$ cat src/hw/rtl/tdf_pkg.sv
// Types and constants shared by the trial division factorizer modules.
package tdf_pkg;

  localparam int PRIME_WIDTH    = 40;
  localparam int EXP_WIDTH      = 6;
  localparam int STATUS_WIDTH   = 2;
  localparam int MAX_RESULTS    = 11;
  localparam int RES_CNT_WIDTH  = 4;

  localparam logic [STATUS_WIDTH-1:0] STATUS_OK      = 2'd0;
  localparam logic [STATUS_WIDTH-1:0] STATUS_NONE    = 2'd1;
  localparam logic [STATUS_WIDTH-1:0] STATUS_INVALID = 2'd2;

  typedef enum logic [2:0] {
    ST_IDLE,
    ST_CLASSIFY,
    ST_TEST,
    ST_DIV,
    ST_REDIV,
    ST_FINAL
  } state_t;

  typedef struct packed {
    logic load;
    logic div_start;
    logic take_quotient;
    logic next_d;
    logic emit_factor;
    logic emit_cofactor;
    logic emit_none;
    logic emit_invalid;
  } ctrl_cmd_t;

  typedef struct packed {
    logic rest_zero;
    logic rest_one;
    logic sq_gt_rest;
    logic div_done;
    logic rem_zero;
    logic cnt_nonzero;
    logic last_factor;
  } dp_status_t;

endpackage

$ cat src/hw/rtl/tdf_div.sv
// Restoring divider that produces one quotient bit per cycle.
module tdf_div #(
  parameter int VALUE_WIDTH = 40,
  parameter int DIV_WIDTH   = 21
) (
  input  logic                   clk,
  input  logic                   rst,
  input  logic                   start,
  input  logic [VALUE_WIDTH-1:0] dividend,
  input  logic [DIV_WIDTH-1:0]   divisor,
  output logic                   done,
  output logic [VALUE_WIDTH-1:0] quotient,
  output logic [DIV_WIDTH-1:0]   remainder
);

  localparam int CW = $clog2(VALUE_WIDTH + 1);

  logic [DIV_WIDTH-1:0]   rem;
  logic [VALUE_WIDTH-1:0] quo;
  logic [CW-1:0]          count;
  logic [DIV_WIDTH:0]     shifted;
  logic [DIV_WIDTH:0]     trial;

  assign shifted = {rem, quo[VALUE_WIDTH-1]};
  assign trial   = shifted - {1'b0, divisor};

  always_ff @(posedge clk) begin
    if (rst) begin
      count <= '0;
      done  <= 1'b0;
    end else begin
      done <= 1'b0;
      if (start) begin
        rem   <= '0;
        quo   <= dividend;
        count <= CW'(VALUE_WIDTH);
      end else if (count != '0) begin
        if (!trial[DIV_WIDTH]) begin
          rem <= trial[DIV_WIDTH-1:0];
        end else begin
          rem <= shifted[DIV_WIDTH-1:0];
        end
        quo   <= {quo[VALUE_WIDTH-2:0], ~trial[DIV_WIDTH]};
        count <= count - 1'b1;
        done  <= (count == CW'(1));
      end
    end
  end

  assign quotient  = quo;
  assign remainder = rem;

endmodule

$ cat src/hw/rtl/tdf_datapath.sv
// Datapath holding the reduced value, the candidate divisor and the result registers.
module tdf_datapath #(
  parameter int VALUE_WIDTH = 40,
  parameter int DIV_WIDTH   = 21
) (
  input  logic                          clk,
  input  logic                          rst,
  input  tdf_pkg::ctrl_cmd_t            cmd,
  output tdf_pkg::dp_status_t           stat,
  input  logic [VALUE_WIDTH-1:0]        value,
  input  logic                          div_done,
  input  logic [VALUE_WIDTH-1:0]        quotient,
  input  logic [DIV_WIDTH-1:0]          remainder,
  output logic [VALUE_WIDTH-1:0]        dividend,
  output logic [DIV_WIDTH-1:0]          divisor,
  output logic                          valid,
  output logic [tdf_pkg::PRIME_WIDTH-1:0]  prime,
  output logic [tdf_pkg::EXP_WIDTH-1:0]    exponent,
  output logic [tdf_pkg::STATUS_WIDTH-1:0] status,
  output logic                          last
);

  logic [VALUE_WIDTH-1:0]            rest;
  logic [DIV_WIDTH-1:0]              d;
  logic [VALUE_WIDTH:0]              sq;
  logic [tdf_pkg::EXP_WIDTH-1:0]     cnt;
  logic [tdf_pkg::RES_CNT_WIDTH-1:0] n;
  logic [63:0]                       d_wide;
  logic [63:0]                       rest_wide;

  assign d_wide    = 64'(d);
  assign rest_wide = 64'(rest);

  assign stat.rest_zero   = (rest == '0);
  assign stat.rest_one    = (rest == VALUE_WIDTH'(1));
  assign stat.sq_gt_rest  = (sq > {1'b0, rest});
  assign stat.div_done    = div_done;
  assign stat.rem_zero    = (remainder == '0);
  assign stat.cnt_nonzero = (cnt != '0);
  assign stat.last_factor = (rest == VALUE_WIDTH'(1)) ||
                            (n == tdf_pkg::RES_CNT_WIDTH'(tdf_pkg::MAX_RESULTS - 1));

  assign dividend = rest;
  assign divisor  = d;

  always_ff @(posedge clk) begin
    if (cmd.load) begin
      rest <= value;
      d    <= DIV_WIDTH'(2);
      sq   <= (VALUE_WIDTH + 1)'(4);
      cnt  <= '0;
      n    <= '0;
    end else begin
      if (cmd.take_quotient) begin
        rest <= quotient;
        cnt  <= cnt + 1'b1;
      end
      if (cmd.emit_factor) begin
        cnt <= '0;
        n   <= n + 1'b1;
      end
      if (cmd.next_d) begin
        d  <= d + 1'b1;
        sq <= sq + {(VALUE_WIDTH - DIV_WIDTH)'(0), d, 1'b1};
      end
    end
  end

  always_ff @(posedge clk) begin
    if (rst) begin
      valid <= 1'b0;
    end else begin
      valid <= cmd.emit_factor | cmd.emit_cofactor | cmd.emit_none | cmd.emit_invalid;
    end
  end

  always_ff @(posedge clk) begin
    if (cmd.emit_factor) begin
      prime    <= d_wide[tdf_pkg::PRIME_WIDTH-1:0];
      exponent <= cnt;
      status   <= tdf_pkg::STATUS_OK;
      last     <= stat.last_factor;
    end else if (cmd.emit_cofactor) begin
      prime    <= rest_wide[tdf_pkg::PRIME_WIDTH-1:0];
      exponent <= tdf_pkg::EXP_WIDTH'(1);
      status   <= tdf_pkg::STATUS_OK;
      last     <= 1'b1;
    end else if (cmd.emit_none || cmd.emit_invalid) begin
      prime    <= '0;
      exponent <= '0;
      status   <= cmd.emit_none ? tdf_pkg::STATUS_NONE : tdf_pkg::STATUS_INVALID;
      last     <= 1'b1;
    end
  end

endmodule

$ cat src/hw/rtl/tdf_ctrl.sv
// Controller state machine that sequences candidate tests, divisions and result emission.
module tdf_ctrl (
  input  logic                clk,
  input  logic                rst,
  input  logic                start,
  output logic                busy,
  input  tdf_pkg::dp_status_t stat,
  output tdf_pkg::ctrl_cmd_t  cmd
);

  tdf_pkg::state_t state;
  tdf_pkg::state_t state_next;

  always_ff @(posedge clk) begin
    if (rst) begin
      state <= tdf_pkg::ST_IDLE;
    end else begin
      state <= state_next;
    end
  end

  assign busy = (state != tdf_pkg::ST_IDLE);

  always_comb begin
    cmd        = '0;
    state_next = state;
    unique case (state)
      tdf_pkg::ST_IDLE: begin
        if (start) begin
          cmd.load   = 1'b1;
          state_next = tdf_pkg::ST_CLASSIFY;
        end
      end
      tdf_pkg::ST_CLASSIFY: begin
        priority if (stat.rest_zero) begin
          cmd.emit_invalid = 1'b1;
          state_next       = tdf_pkg::ST_IDLE;
        end else if (stat.rest_one) begin
          cmd.emit_none = 1'b1;
          state_next    = tdf_pkg::ST_IDLE;
        end else begin
          state_next = tdf_pkg::ST_TEST;
        end
      end
      tdf_pkg::ST_TEST: begin
        if (stat.sq_gt_rest) begin
          state_next = tdf_pkg::ST_FINAL;
        end else begin
          cmd.div_start = 1'b1;
          state_next    = tdf_pkg::ST_DIV;
        end
      end
      tdf_pkg::ST_DIV: begin
        if (stat.div_done) begin
          if (stat.rem_zero) begin
            cmd.take_quotient = 1'b1;
            state_next        = tdf_pkg::ST_REDIV;
          end else if (stat.cnt_nonzero) begin
            cmd.emit_factor = 1'b1;
            if (stat.last_factor) begin
              state_next = tdf_pkg::ST_IDLE;
            end else begin
              cmd.next_d = 1'b1;
              state_next = tdf_pkg::ST_TEST;
            end
          end else begin
            cmd.next_d = 1'b1;
            state_next = tdf_pkg::ST_TEST;
          end
        end
      end
      tdf_pkg::ST_REDIV: begin
        cmd.div_start = 1'b1;
        state_next    = tdf_pkg::ST_DIV;
      end
      tdf_pkg::ST_FINAL: begin
        cmd.emit_cofactor = 1'b1;
        state_next        = tdf_pkg::ST_IDLE;
      end
      default: begin
        state_next = tdf_pkg::ST_IDLE;
      end
    endcase
  end

endmodule

$ cat src/hw/rtl/trial_division_factorizer_top.sv
// Trial division factorizer: splits an unsigned value into its prime factors.
// A value is taken when start is high while busy is low. Each candidate
// divisor from 2 upward is compared by its square with the remaining value
// and, unless the square is larger, tried on the bit-serial divider; a prime
// that divides the value is divided out again until the remainder is
// non-zero. The value left when the square exceeds it is the last factor.
// An input of 0 or 1 is reported from the classify state with no division.
// Results appear one per strobe on valid in ascending order of prime, the
// final one with last set. The receiver cannot stall the block, so each
// result is present for a single cycle. The next value may be started in
// the cycle that carries the final result.
module trial_division_factorizer_top #(
  parameter int VALUE_WIDTH = 40
) (
  input  logic                              clk,
  input  logic                              rst,
  input  logic                              start,
  input  logic [VALUE_WIDTH-1:0]            value,
  output logic                              busy,
  output logic                              valid,
  output logic [tdf_pkg::PRIME_WIDTH-1:0]   prime,
  output logic [tdf_pkg::EXP_WIDTH-1:0]     exponent,
  output logic [tdf_pkg::STATUS_WIDTH-1:0]  status,
  output logic                              last
);

  localparam int DIV_WIDTH = (VALUE_WIDTH + 1) / 2 + 1;

  tdf_pkg::ctrl_cmd_t  cmd;
  tdf_pkg::dp_status_t stat;

  logic                   div_done;
  logic [VALUE_WIDTH-1:0] quotient;
  logic [DIV_WIDTH-1:0]   remainder;
  logic [VALUE_WIDTH-1:0] dividend;
  logic [DIV_WIDTH-1:0]   divisor;

  tdf_ctrl u_ctrl (
    .clk   (clk),
    .rst   (rst),
    .start (start),
    .busy  (busy),
    .stat  (stat),
    .cmd   (cmd)
  );

  tdf_datapath #(
    .VALUE_WIDTH (VALUE_WIDTH),
    .DIV_WIDTH   (DIV_WIDTH)
  ) u_datapath (
    .clk       (clk),
    .rst       (rst),
    .cmd       (cmd),
    .stat      (stat),
    .value     (value),
    .div_done  (div_done),
    .quotient  (quotient),
    .remainder (remainder),
    .dividend  (dividend),
    .divisor   (divisor),
    .valid     (valid),
    .prime     (prime),
    .exponent  (exponent),
    .status    (status),
    .last      (last)
  );

  tdf_div #(
    .VALUE_WIDTH (VALUE_WIDTH),
    .DIV_WIDTH   (DIV_WIDTH)
  ) u_div (
    .clk       (clk),
    .rst       (rst),
    .start     (cmd.div_start),
    .dividend  (dividend),
    .divisor   (divisor),
    .done      (div_done),
    .quotient  (quotient),
    .remainder (remainder)
  );

endmodule

$ cat config.mk
export PLATFORM = sky130hd
export DESIGN_NAME = trial_division_factorizer_top
export DESIGN_NICKNAME = d
export VERILOG_FILES = /design/src/hw/rtl/tdf_pkg.sv /design/src/hw/rtl/tdf_div.sv /design/src/hw/rtl/tdf_datapath.sv /design/src/hw/rtl/tdf_ctrl.sv /design/src/hw/rtl/trial_division_factorizer_top.sv
export SDC_FILE = /design/constraint.sdc
export NUM_CORES = 1
export LEC_CHECK = 0
export ABC_AREA = 0
export BUFFER_PORTS_ARGS = -buffer_cell sky130_fd_sc_hd__buf_2
export CAP_MARGIN = 10
export CORE_ASPECT_RATIO = 1.4
export CORE_MARGIN = 2
export CORE_UTILIZATION = 66
export DETAILED_ROUTE_END_ITERATION = 8
export GPL_TIMING_DRIVEN = 0
export PLACE_DENSITY_LB_ADDON = 0.3
export SYNTH_ARGS = -nofsm -noshare
export SYNTH_HDL_FRONTEND = slang
export SYNTH_SLANG_ARGS = --single-unit
$ cat constraint.sdc
create_clock -name clk -period 10.9 [get_ports clk]
set_clock_uncertainty 0.15 [all_clocks]
set_input_delay 3.27 -clock clk [delete_from_list [all_inputs] [get_ports clk]]
set_output_delay 3.27 -clock clk [all_outputs]
set_load 0.05 [all_outputs]
* Yosys cells after proc, flatten, opt, wreduce, memory -nomap -nowiden
Index checks and enable logic that the tools add are counted.
** Storage, ports and cells
- Register bits after elaboration :: 233
- Output and inout port bits :: 51
** Cells by class
- Add/sub/neg operators :: 6
- Order comparisons :: 1
- Equal/unequal tests :: 10
- Mux-type cells :: 43
- Bitwise operators :: 6
- Reductions and logical operators :: 18
** Operators by type and width (count)
- $mux W40 :: 6
- $mux W21 :: 3
- $add A41 B22 Y41 :: 1
- $gt A41 B40 Y1 :: 1
- $eq A40 B1 Y1 const B :: 1
- $logic_not A40 Y1 :: 1
- $mux W6 :: 5
- $sub A22 B21 Y22 :: 1
- $add A21 B1 Y21 const B :: 1
- $logic_not A21 Y1 :: 1
- $mux W3 :: 7
- $pmux W3 S5 :: 1
- $mux W1 :: 14
- $mux W2 :: 6
- $reduce_bool A6 Y1 :: 2
- $add A6 B1 Y6 const B :: 1
- $eq A3 B2 Y1 const B :: 2
- $eq A3 B3 Y1 const B :: 2
- $eq A6 B1 Y1 const B :: 1
- $reduce_bool A2 Y1 :: 3
- $reduce_bool A3 Y1 :: 2
- $reduce_or A2 Y1 :: 3
- $sub A6 B1 Y6 const B :: 1
- $add A4 B1 Y4 const B :: 1
- 11 further kinds :: 17

* Longest topological paths before layout
Gate-level depths: netlist of run 1.
- Depth after elaboration :: 10
- Mapped depth :: 12
- Mapped depth without buffers :: 11

* Modules after synthesis
From an unflattened synthesis of run 1, not the netlist that was laid out.
** Unflattened totals
- Cell total of the unflattened synthesis :: 1347
- Area total of the unflattened synthesis :: 13446.6 um^2
** By module, submodules not included
- tdf_datapath :: times used 1, cells each 909, area each 8838.5 um^2
- tdf_div :: times used 1, cells each 402, area each 4315.4 um^2
- tdf_ctrl :: times used 1, cells each 36, area each 292.8 um^2

* Least setup slack after synthesis of run 1
Ideal clock, no wire load.
- Kind :: in2reg
- From :: in rst
- To :: reg u_div.quo[0] (netlist: u_div.quotient[0]) (enable)
- Setup time :: 0.397 ns
- Data arrival time :: 4.462 ns
- Data required time :: 10.353 ns
- Slack :: 5.891 ns
- Stages on the path :: 2
- Buffers on the path :: 1
- Cell sequence :: clkbuf_1 o21ba_2
** On the way
- Longest elaborated chain between the ends :: 2
** Ends and longest elaborated chain
- start, declared :: line trial_division_factorizer_top.sv:16 : input logic rst,
- $not A1 Y1 (no source line)
- $reduce_and A2 Y1 (no source line)
- end signal, assigned :: line tdf_div.sv:35 : quo <= dividend;
- end signal, assigned :: line tdf_div.sv:43 : quo <= {quo[VALUE_WIDTH-2:0], ~trial[DIV_WIDTH]};
- end, declared :: line tdf_div.sv:19 : logic [VALUE_WIDTH-1:0] quo;
No other way between the ends.
A chain may end at the register's enable or synchronous reset.

* Final worst setup path of run 1
- From :: in start
- To :: reg u_datapath.rest[28] (netlist: u_datapath.dividend[28]) (enable)
** On the way
- Longest elaborated chain between the ends :: 3
** Ends and longest elaborated chain
- start, declared :: line trial_division_factorizer_top.sv:17 : input logic start,
- $mux W1 :: line tdf_ctrl.sv:29 : if (start) begin
- $mux W1 :: line tdf_ctrl.sv:27 : unique case (state)
- $reduce_bool A2 Y1 (no source line)
- end signal, assigned :: line tdf_datapath.sv:48 : rest <= value;
- end signal, assigned :: line tdf_datapath.sv:55 : rest <= quotient;
- end, declared :: line tdf_datapath.sv:23 : logic [VALUE_WIDTH-1:0] rest;
No other way between the ends.

==> run_results.csv, run 1 <==
group,metric,value,unit
sta,worst_slew_margin_rel,21.8,%
cts,cts_root_buf,"clkbuf_16",
detailed_routing,met3_length,2090,microns
yosys,yosysMostFrequentCell,"nand2_1",
pwr,peakVddDrop,0.000194,V
detailed_routing,firstDrtPassIters,6,
floorplan,dieWidth,123,microns
detailed_routing,antenna_left,0,
yosys,netlist_area,0.0130,sq mm
cts,ctsResizeCount,0,
worst_setup_path,r2r_setup_slack,6.29,ns
sta,hold_violations,0,
yosys,synth_area_leader_cell,"edfxtp_1",
worst_setup_path,r2r_end,"u_div.quotient[27]$_DFFE_PP_",
worst_setup_path,crit_arrival,5.41,ns
detailed_routing,routedWlPerCell,20.0,microns
floorplan,core_area,0.0193,sq mm
detailed_routing,wl_met1,12200,microns
yosys,ys_top_cells_by_area,"edfxtp_1, dfxtp_1, ha_1, nand2_1, mux2_2",
hold_path,hp-start,"u_datapath.prime[31]$_SDFFE_PP0P_",
yosys,yosysSeqAreaShare,45.8,%
cells_and_area,layout.nets,1592,
place,dp_hpwl,25000,microns
global_route,track_usage,33.3,%
pwr,p_int,2.13,mW
detailed_routing,maxUsedRoutingLayer,"met4",
hold_path,min_delay_worst_endpoint,"u_datapath.prime[31]$_SDFFE_PP0P_",
worst_setup_path,reg2reg_from,"u_datapath.dividend[39]$_DFFE_PP_",
sta,finalCritPeriodShare,49.8,%
pwr,p_sw,1.10,mW
worst_setup_path,critical_path.max_stage_delay,0.94,ns
place,gp_congestion,0.914,
global_route,overflow,0,
sta,max_freq,184,MHz
cts,path_clk_slew,0.06,ns
cts,tritoncts,"yes",
pwr,power_frac_clock,26.6,%
yosys,synthesis.nets,1472,
sta,worst_pin_slew,1.17,ns
floorplan,ios,94,
sta,post-route-min-period,5.43,ns
pwr,leakage,6.23,nW
worst_setup_path,critPathMaxFanout,40,
sta,rsz0062_at_grt,"false",
floorplan,initial_core_util,67.4,%
yosys,synth_cell_types,76,
place,port_buffers,93,
pwr,p_per_area,221,mW/mm^2
cts,hold_buffers,0,
detailed_routing,drt_iter0_markers,882,
global_route,grt_pass1_vias,11047,
pwr,pwr-share-seq,40.5,%
pwr,p_sw_share,34.0,%
worst_setup_path,required,10.88,ns
global_route,grt_max_degree,41,
cts,htree_levels,1,
hold_path,hold_depth,1,
global_route,grt_pass1_wl,54400,microns
floorplan,die_area,0.0208,sq mm
sta,slew_violations,0,
cts,numCtsBuffers,24,
place,dpl_cell_area,0.0138,sq mm
worst_setup_path,reg2reg_depth,12,
worst_setup_path,crit_chain,"buf_2 > and2_1 > clkbuf_1 > clkbuf_1 > or2_2",
detailed_routing,routed_wl,34400,microns
yosys,ys_ff_latch,233,
yosys,avgSynthCellArea,9.71,sq um
yosys,synthTopCellsByCount,"nand2_1, edfxtp_1, dfxtp_1",
worst_setup_path,criticalPathCategory,"input pin to register",
worst_setup_path,cp_common_cell,"clkbuf_1",
cts,clkLatencyLatePin,0.52,ns
sta,final-setup-viol-count,0,
yosys,synth_edf_count,129,
cts,clockBufferDepth,3,
detailed_routing,via_per_inst,6.32,
yosys,async_reset_ff_share,0,%
detailed_routing,wl_met2,17600,microns
floorplan,num_rows,60,
cells_and_area,diodes,0,
pwr,comb_power_share,32.9,%
floorplan,die_h,170,microns
cells_and_area,postLayoutCoreUtil,75.8,%
global_route,antenna_found_initial,0,
worst_setup_path,end_kind,"register",
flow_run,drv_cap,0,
detailed_routing,dr_total_vias,10903,
cells_and_area,finalInstanceArea,0.0146,sq mm
hold_path,min_path_type,"register to register",
detailed_routing,route.detailed.drc,0,
sta,fin_tns_setup,0,ns
worst_setup_path,crit_slowest_cell,"or2_2",
cells_and_area,drive_gt1_share,13.7,%
yosys,yosys_warnings,0,
yosys,synth_ff_type,"edfxtp_1",
worst_setup_path,start_kind,"input pin",
cts,cts_sinks,233,
cells_and_area,area_delta_synth_final,12.5,%
cts,post_cts_buffers,0,
yosys,netlist.area_leader.share,29.8,%
outcome,status,"complete, no violations",
yosys,netlist_instances,1338,
cells by family (layout without fill, tap and decap cells):
| kind of cell | count (synthesis) | in the layout | share of synthesized area (%) |
|---|---|---|---|
| compound gates | 273 | 273 | 14.5 |
| xor+xnor | 60 | 60 | 4.04 |
| fa+ha+maj | 91 | 91 | 8.88 |
| buf+inv | 153 | 291 | 4.85 |
| flops | 233 | 233 | 45.8 |
| mux | 59 | 59 | 4.99 |
| simple gates | 469 | 469 | 16.9 |
final cells by class:
type                    count  area (sq um)
plain buffers              52           251
clock buffers              26           629
clock inverters            18           193
fillers                  1313          4670
inverters                 101           379
multi-input cells         952          6420
flip-flops and latches    233          5960
well taps                 248           310
repair buffers             94           485
power groups by stage:
stage	sequential (mW)	clock, mW	combinational [mW]
3_3_place_gp	1.31	0	0.992
6_report	1.31	0.860	1.06
5_1_grt	1.32	0.894	1.18
2_1_floorplan	1.28	0	0.799
3_5_place_dp	1.31	0	1.04
4_1_cts	1.30	0.863	1.05
per-layer routing:
metal,GRT usage [%],up-vias
li1,-,5051
met1,35.5,5203
met2,59.9,492
met3,4.69,157
met4,22.2,0
met5,0,-
registers in the layout, summed over array words and instances (netlist names):
name / count
u_ctrl.state: 3
u_datapath.cnt: 6
u_datapath.dividend: 40
u_datapath.divisor: 21
u_datapath.exponent: 6
u_datapath.last: 1
u_datapath.n: 4
u_datapath.prime: 40
u_datapath.sq: 41
u_datapath.status: 2
u_datapath.valid: 1
u_div.count: 6
u_div.done: 1
u_div.quotient: 40
u_div.remainder: 21
worst max path at each step:
stage | slack [ns] | startpoint | endpoint
after floorplan | 5.89 | rst | u_div.quotient[0]$_DFFE_PP_
after global placement | 5.10 | start | u_datapath.dividend[25]$_DFFE_PP_
after detailed placement | 5.07 | start | u_datapath.dividend[23]$_DFFE_PP_
after CTS | 5.60 | start | u_datapath.dividend[27]$_DFFE_PP_
after global routing | 5.49 | start | u_datapath.dividend[28]$_DFFE_PP_
final | 5.47 | start | u_datapath.dividend[28]$_DFFE_PP_
placed cells by master (no fill, tap or decap), types with 21 or more instances in the layout:
cell type	n
nand4_1	22
dfxtp_1	104
buf_2	99
mux2_2	40
clkbuf_1	37
nand3_1	28
xnor2_1	38
nor2_1	93
a21oi_1	69
inv_1	101
a22o_1	40
nand2_1	192
o21ai_0	40
clkbuf_16	25
nor4_1	22
edfxtp_1	129
xor2_1	22
nor3_1	30
a21o_1	21
ha_1	89
through the flow:
stage	cells	setup WS, ns	hold WS, ns	total power [mW]
after global placement	1679	5.10	0.301	2.30
after floorplan	1338	5.89	0.299	2.08
after global routing	1724	5.49	0.334	3.39
after detailed placement	1680	5.07	0.301	2.36
final	1724	5.47	0.317	3.23
after CTS	1724	5.60	0.322	3.22
critical path: cells and delay by family:
family,cells,cell delay [ns]
simple gates,2,1.08
buf+inv,3,1.01
(Power assumes the default switching activity.)
==> inputs of run 2 (changes only) <==
- CORE_UTILIZATION: 66 -> 55
- clock period: 10.9 -> 4.6 ns (I/O delays scaled with it)
==> run 2 against run 1 <==
Core utilization down 12 points. First-iteration DRC count shrank 26%. Global-route usage fell by 6.5 points. Clock-buffer cell count up 7. Sequential share of layout area down 0.27 points. Design area increased by 0.66%. Total power up 130%. Register-to-register slack lost 6.1 ns. Sequential power is 140% higher. Non-clock buffer count is 1 higher.
==> run_results.csv, run 2 (same netlist as run 1, synthesis figures left out) <==
group,metric,value,unit
hold_path,hp-start,"u_datapath.prime[30]$_SDFFE_PP0P_",
worst_setup_path,end_kind,"register",
floorplan,initial_core_util,56.0,%
detailed_routing,firstDrtPassIters,5,
worst_setup_path,r2r_setup_slack,0.23,ns
sta,rsz0062_at_grt,"false",
detailed_routing,antenna_left,0,
cts,htree_levels,1,
cts,path_clk_slew,0.06,ns
sta,whs,0.320,ns
detailed_routing,drt_iter0_markers,649,
worst_setup_path,reg2reg_from,"u_datapath.dividend[39]$_DFFE_PP_",
worst_setup_path,crit_path_start,"u_datapath.dividend[39]$_DFFE_PP_",
sta,hold_violations,0,
cells_and_area,final_cell_mix,"nand2_1, edfxtp_1, dfxtp_1",
sta,worst_slew_margin_rel,28.2,%
sta,max_freq,229,MHz
floorplan,ios,94,
worst_setup_path,criticalPathCategory,"register to register",
cts,hold_buffers,0,
worst_setup_path,crit_slowest_cell,"or4_1",
global_route,grt_pass1_wl,52700,microns
cells_and_area,regMostFlops,"u_datapath.sq",
sta,post-route-min-period,4.37,ns
cts,clockBufferDepth,3,
sta,finalCritPeriodShare,95.0,%
worst_setup_path,crit_chain,"inv_1 > ha_1 > nand4_1 > nor4_4 > nand3_1 > or4_1 > o21ai_0 > inv_1 > o21ai_2 > buf_4 > o21ba_4 > buf_12",
detailed_routing,routedWlPerCell,18.7,microns
worst_setup_path,cp_common_cell,"inv_1",
pwr,leakage,6.25,nW
place,dpl_cell_area,0.0139,sq mm
cells_and_area,final_common_cell,"nand2_1",
cts,clkLatencyLatePin,0.53,ns
worst_setup_path,critical_path.max_stage_delay,0.61,ns
detailed_routing,dr_total_vias,10368,
cells_and_area,finalInstanceArea,0.0147,sq mm
cts,tritoncts,"yes",
place,pre_cts_slack,0.0387,ns
detailed_routing,routed_wl,33400,microns
sta,final-setup-viol-count,0,
worst_setup_path,critPathMaxFanout,40,
cells_and_area,largest_reg_flops,41,
place,port_buffers,93,
cts,cts_sinks,233,
cells_and_area,filler_cell_count,1919,
cells_and_area,layout.nets,1595,
floorplan,dieWidth,134,microns
cells_and_area,diodes,0,
floorplan,num_rows,66,
place,gp_congestion,0.940,
detailed_routing,via_per_inst,5.81,
cells_and_area,postLayoutCoreUtil,63.4,%
pwr,p_per_area,514,mW/mm^2
sta,worst_pin_slew,1.08,ns
cts,numCtsBuffers,25,
cells_and_area,area_delta_synth_final,13.2,%
outcome,status,"complete, no violations",
global_route,antenna_found_initial,0,
cts,cts_root_buf,"clkbuf_16",
floorplan,core_area,0.0232,sq mm
place,dp_hpwl,25000,microns
worst_setup_path,required,4.65,ns
worst_setup_path,crit_arrival,4.43,ns
floorplan,die_area,0.0249,sq mm
flow_run,drv_cap,0,
global_route,grt_max_degree,41,
cts,post_cts_buffers,0,
detailed_routing,route.detailed.drc,0,
hold_path,min_path_type,"register to register",
global_route,overflow,0,
pwr,peakVddDrop,0.000462,V
global_route,grt_pass1_vias,10309,
sta,setup_slack,0.230,ns
sta,fin_tns_setup,0,ns
floorplan,die_h,186,microns
global_route,track_usage,26.8,%
worst_setup_path,start_kind,"register",
sta,slew_violations,0,
cells_and_area,drive_gt1_share,13.8,%
run 2: cell count changes in the layout (fill, tap and decap cells not counted), sizes merged:
cell,delta
inv,+1
bufinv,-2
o21ba,+1
clkinv,-4
buf,+1
clkbuf,+7
run 2: power breakdown:
group | total (mW) | internal, mW | switching [mW]
Sequential | 3.09 | 2.79 | 0.303
Clock | 1.98 | 1.15 | 0.836
Combinational | 2.49 | 1.05 | 1.44
Total | 7.57 | 4.99 | 2.58
run 2: layer usage:
layer | global-route usage [%] | wire [microns] | vias up
li1 | - | - | 5063
met1 | 30.3 | 13000 | 4960
met2 | 49.9 | 17200 | 266
met3 | 3.21 | 1550 | 79
met4 | 12.7 | 1540 | 0
met5 | 0 | 0 | -
run 2: path summary, 6_finish.rpt:
kind,endpoint,depth (start not counted)
worst max-delay path,u_div.quotient[25]$_DFFE_PP_,12
worst min-delay path,u_datapath.prime[30]$_SDFFE_PP0P_,1
worst max register to register,u_div.quotient[25]$_DFFE_PP_,12
worst min register to register,u_datapath.prime[30]$_SDFFE_PP0P_,1
run 2: repair_timing:
item                                    in CTS  in global routing
pin swaps                                    0                  1
gates resized for setup                      1                  0
gates cloned                                 0                  1
endpoints found under the setup margin       8                 36
run 2: per-stage QoR:
| stage | total power [mW] | instances |
|---|---|---|
| 6_report | 7.57 | 1786 |
| 2_1_floorplan | 4.92 | 1338 |
| 5_1_grt | 8.01 | 1786 |
| 3_3_place_gp | 5.50 | 1737 |
| 4_1_cts | 7.58 | 1784 |
| 3_5_place_dp | 5.59 | 1738 |
run 2: critical path: cells and delay by family (launching register included):
family                     cells  cell delay (ns)
AOI/OAI and AO/OA              3             0.75
adders and majority gates      1             0.31
buffers and inverters          4             0.78
and+or+nand+nor                4             1.56
DFF                            1             0.45
run 2: area by class of cell:
type | instances | area [sq um] | share of cell area, %
clock buffer | 33 | 676 | 4.59
buffer | 52 | 251 | 1.71
timing repair buffer | 95 | 513 | 3.49
sequential | 233 | 5960 | 40.5
multi-input combinational | 953 | 6430 | 43.7
clock inverter | 13 | 124 | 0.842
inverter | 101 | 379 | 2.58
tap | 306 | 383 | 2.60
==> inputs of run 3 (changes only) <==
- CELL_PAD_IN_SITES_DETAIL_PLACEMENT: unset -> 1
- CELL_PAD_IN_SITES_GLOBAL_PLACEMENT: unset -> 1
- CORE_UTILIZATION: 55 -> 43
- SLEW_MARGIN: unset -> 10
==> run 3 against run 2 <==
Wire length is 16% higher. Hold slack better by 0.0048 ns. Global-route usage fell by 2.4 points. Total power rose by 1.9%. Design area up 0.65%. Sequential cell count stayed put. Largest cell class unchanged. First-iteration DRC count down 25%.
==> run_results.csv, run 3 (same netlist as run 1, synthesis figures left out) <==
group,metric,value,unit
outcome,status,"complete, no violations",
floorplan,num_rows,75,
cts,clockBufferDepth,3,
sta,rsz0062_at_grt,"false",
sta,final-setup-viol-count,0,
place,gp_congestion,0.898,
worst_setup_path,crit_chain,"inv_1 > ha_1 > nand4_1 > nor4_4 > nand3_1 > or4_1 > o21ai_0 > inv_1 > o21ai_2 > buf_4 > o21ba_4 > buf_16",
cells_and_area,final_cell_mix,"nand2_1, edfxtp_1, dfxtp_1",
sta,finalCritPeriodShare,98.2,%
global_route,grt_max_degree,41,
detailed_routing,firstDrtPassIters,4,
sta,post-route-min-period,4.52,ns
global_route,track_usage,24.4,%
place,port_buffers,93,
global_route,grt_pass1_wl,59800,microns
cts,numCtsBuffers,24,
worst_setup_path,start_kind,"register",
worst_setup_path,critPathMaxFanout,40,
detailed_routing,route.detailed.drc,0,
detailed_routing,dr_total_vias,10481,
cts,clkLatencyLatePin,0.53,ns
pwr,leakage,6.24,nW
sta,fin_tns_setup,0,ns
detailed_routing,routed_wl,38600,microns
pwr,finalPower,7.71,mW
cts,cts_sinks,233,
place,dp_hpwl,29300,microns
global_route,overflow,0,
sta,max_freq,221,MHz
sta,hold_violations,0,
global_route,grt_pass1_vias,11164,
cells_and_area,largest_reg_flops,41,
worst_setup_path,criticalPathCategory,"register to register",
sta,worst_slew_margin_rel,23.8,%
cells_and_area,drive_gt1_share,13.8,%
detailed_routing,antenna_left,0,
cells_and_area,multiInputGateArea,0.00644,sq mm
cells_and_area,filler_cell_count,3456,
worst_setup_path,cp_common_cell,"inv_1",
place,pre_cts_slack,-0.174,ns
floorplan,ios,94,
detailed_routing,drt_iter0_markers,484,
cts,hold_buffers,0,
cts,htree_levels,1,
cts,cts_root_buf,"clkbuf_16",
worst_setup_path,critical_path.max_stage_delay,0.65,ns
sta,worst_pin_slew,1.14,ns
global_route,antenna_found_initial,1,
cts,post_cts_buffers,0,
floorplan,core_area,0.0298,sq mm
flow_run,drv_cap,0,
pwr,p_per_area,521,mW/mm^2
floorplan,initial_core_util,43.6,%
sta,whs,0.324,ns
cells_and_area,postLayoutCoreUtil,49.6,%
floorplan,die_h,210,microns
worst_setup_path,crit_slowest_cell,"or4_1",
detailed_routing,routedWlPerCell,20.7,microns
worst_setup_path,end_kind,"register",
worst_setup_path,required,4.67,ns
hold_path,min_path_type,"register to register",
floorplan,dieWidth,151,microns
floorplan,die_area,0.0317,sq mm
cells_and_area,final-seq-area,0.00596,sq mm
cells_and_area,layout.nets,1594,
cts,tritoncts,"yes",
pwr,peakVddDrop,0.000219,V
cells_and_area,regMostFlops,"u_datapath.sq",
worst_setup_path,crit_arrival,4.58,ns
sta,slew_violations,0,
cells_and_area,final_common_cell,"nand2_1",
cells_and_area,area_delta_synth_final,14.0,%
detailed_routing,via_per_inst,5.62,
cts,path_clk_slew,0.06,ns
sta,setup_slack,0.0848,ns
run 3: cell count changes in the layout (fill, tap and decap cells not counted), sizes merged:
cell	previous run	this run
buf	111	110
diode	0	1
clkinv	7	11
bufinv	2	3
inv	102	100
clkbuf	69	65
run 3: timing repair:
item / CTS / global route
endpoints found under the setup margin: 68 / 0
gates resized for setup: 4 / 0
hold endpoints to repair: 0 / 0
run 3: layout make-up:
cell class,instances,share of cell area [%]
antenna,1,0.0169
tap,385,3.25
clock inverter,15,0.988
timing repair inverter,1,0.0507
multi-input combinational,953,43.5
inverter,101,2.58
clock buffer,29,4.39
timing repair buffer,94,3.33
buffer,52,1.70
sequential,233,40.2
run 3: worst paths after layout:
check                                         start                                end  slack [ns]  cells after the start
hold / removal    u_datapath.prime[39]$_SDFFE_PP0P_  u_datapath.prime[39]$_SDFFE_PP0P_        0.32                      1
setup reg to reg  u_datapath.dividend[39]$_DFFE_PP_       u_div.quotient[18]$_DFFE_PP_        0.08                     12
setup / recovery  u_datapath.dividend[39]$_DFFE_PP_       u_div.quotient[18]$_DFFE_PP_        0.08                     12
hold reg to reg   u_datapath.prime[39]$_SDFFE_PP0P_  u_datapath.prime[39]$_SDFFE_PP0P_        0.32                      1
run 3: per-stage QoR:
stage / area [sq um] / instances
final: 14800 / 1864
after global routing: 14800 / 1863
after CTS: 14800 / 1863
after detailed placement: 14000 / 1817
after global placement: 13900 / 1816
after floorplan: 13000 / 1338
run 3: power by group:
part	internal (mW)	switching (mW)	total [mW]	leakage, nW
Clock	1.17	0.855	2.03	0.393
Sequential	2.79	0.305	3.09	2.10
Combinational	1.06	1.53	2.59	3.74
run 3: layer usage:
layer	part of all wire, %	up-vias	GRT usage, %
met5	0	-	0
met4	4.0	0	9.76
met3	3.0	74	2.57
met2	55	175	47.5
met1	38	5177	26.1
li1	-	5055	-
run 3: critical path: cells and delay by family, from the launching register on:
family | cells | cell delay, ns
compound gates | 3 | 0.75
fa+ha+maj | 1 | 0.31
buf+inv | 4 | 0.77
flops | 1 | 0.47
simple gates | 4 | 1.70
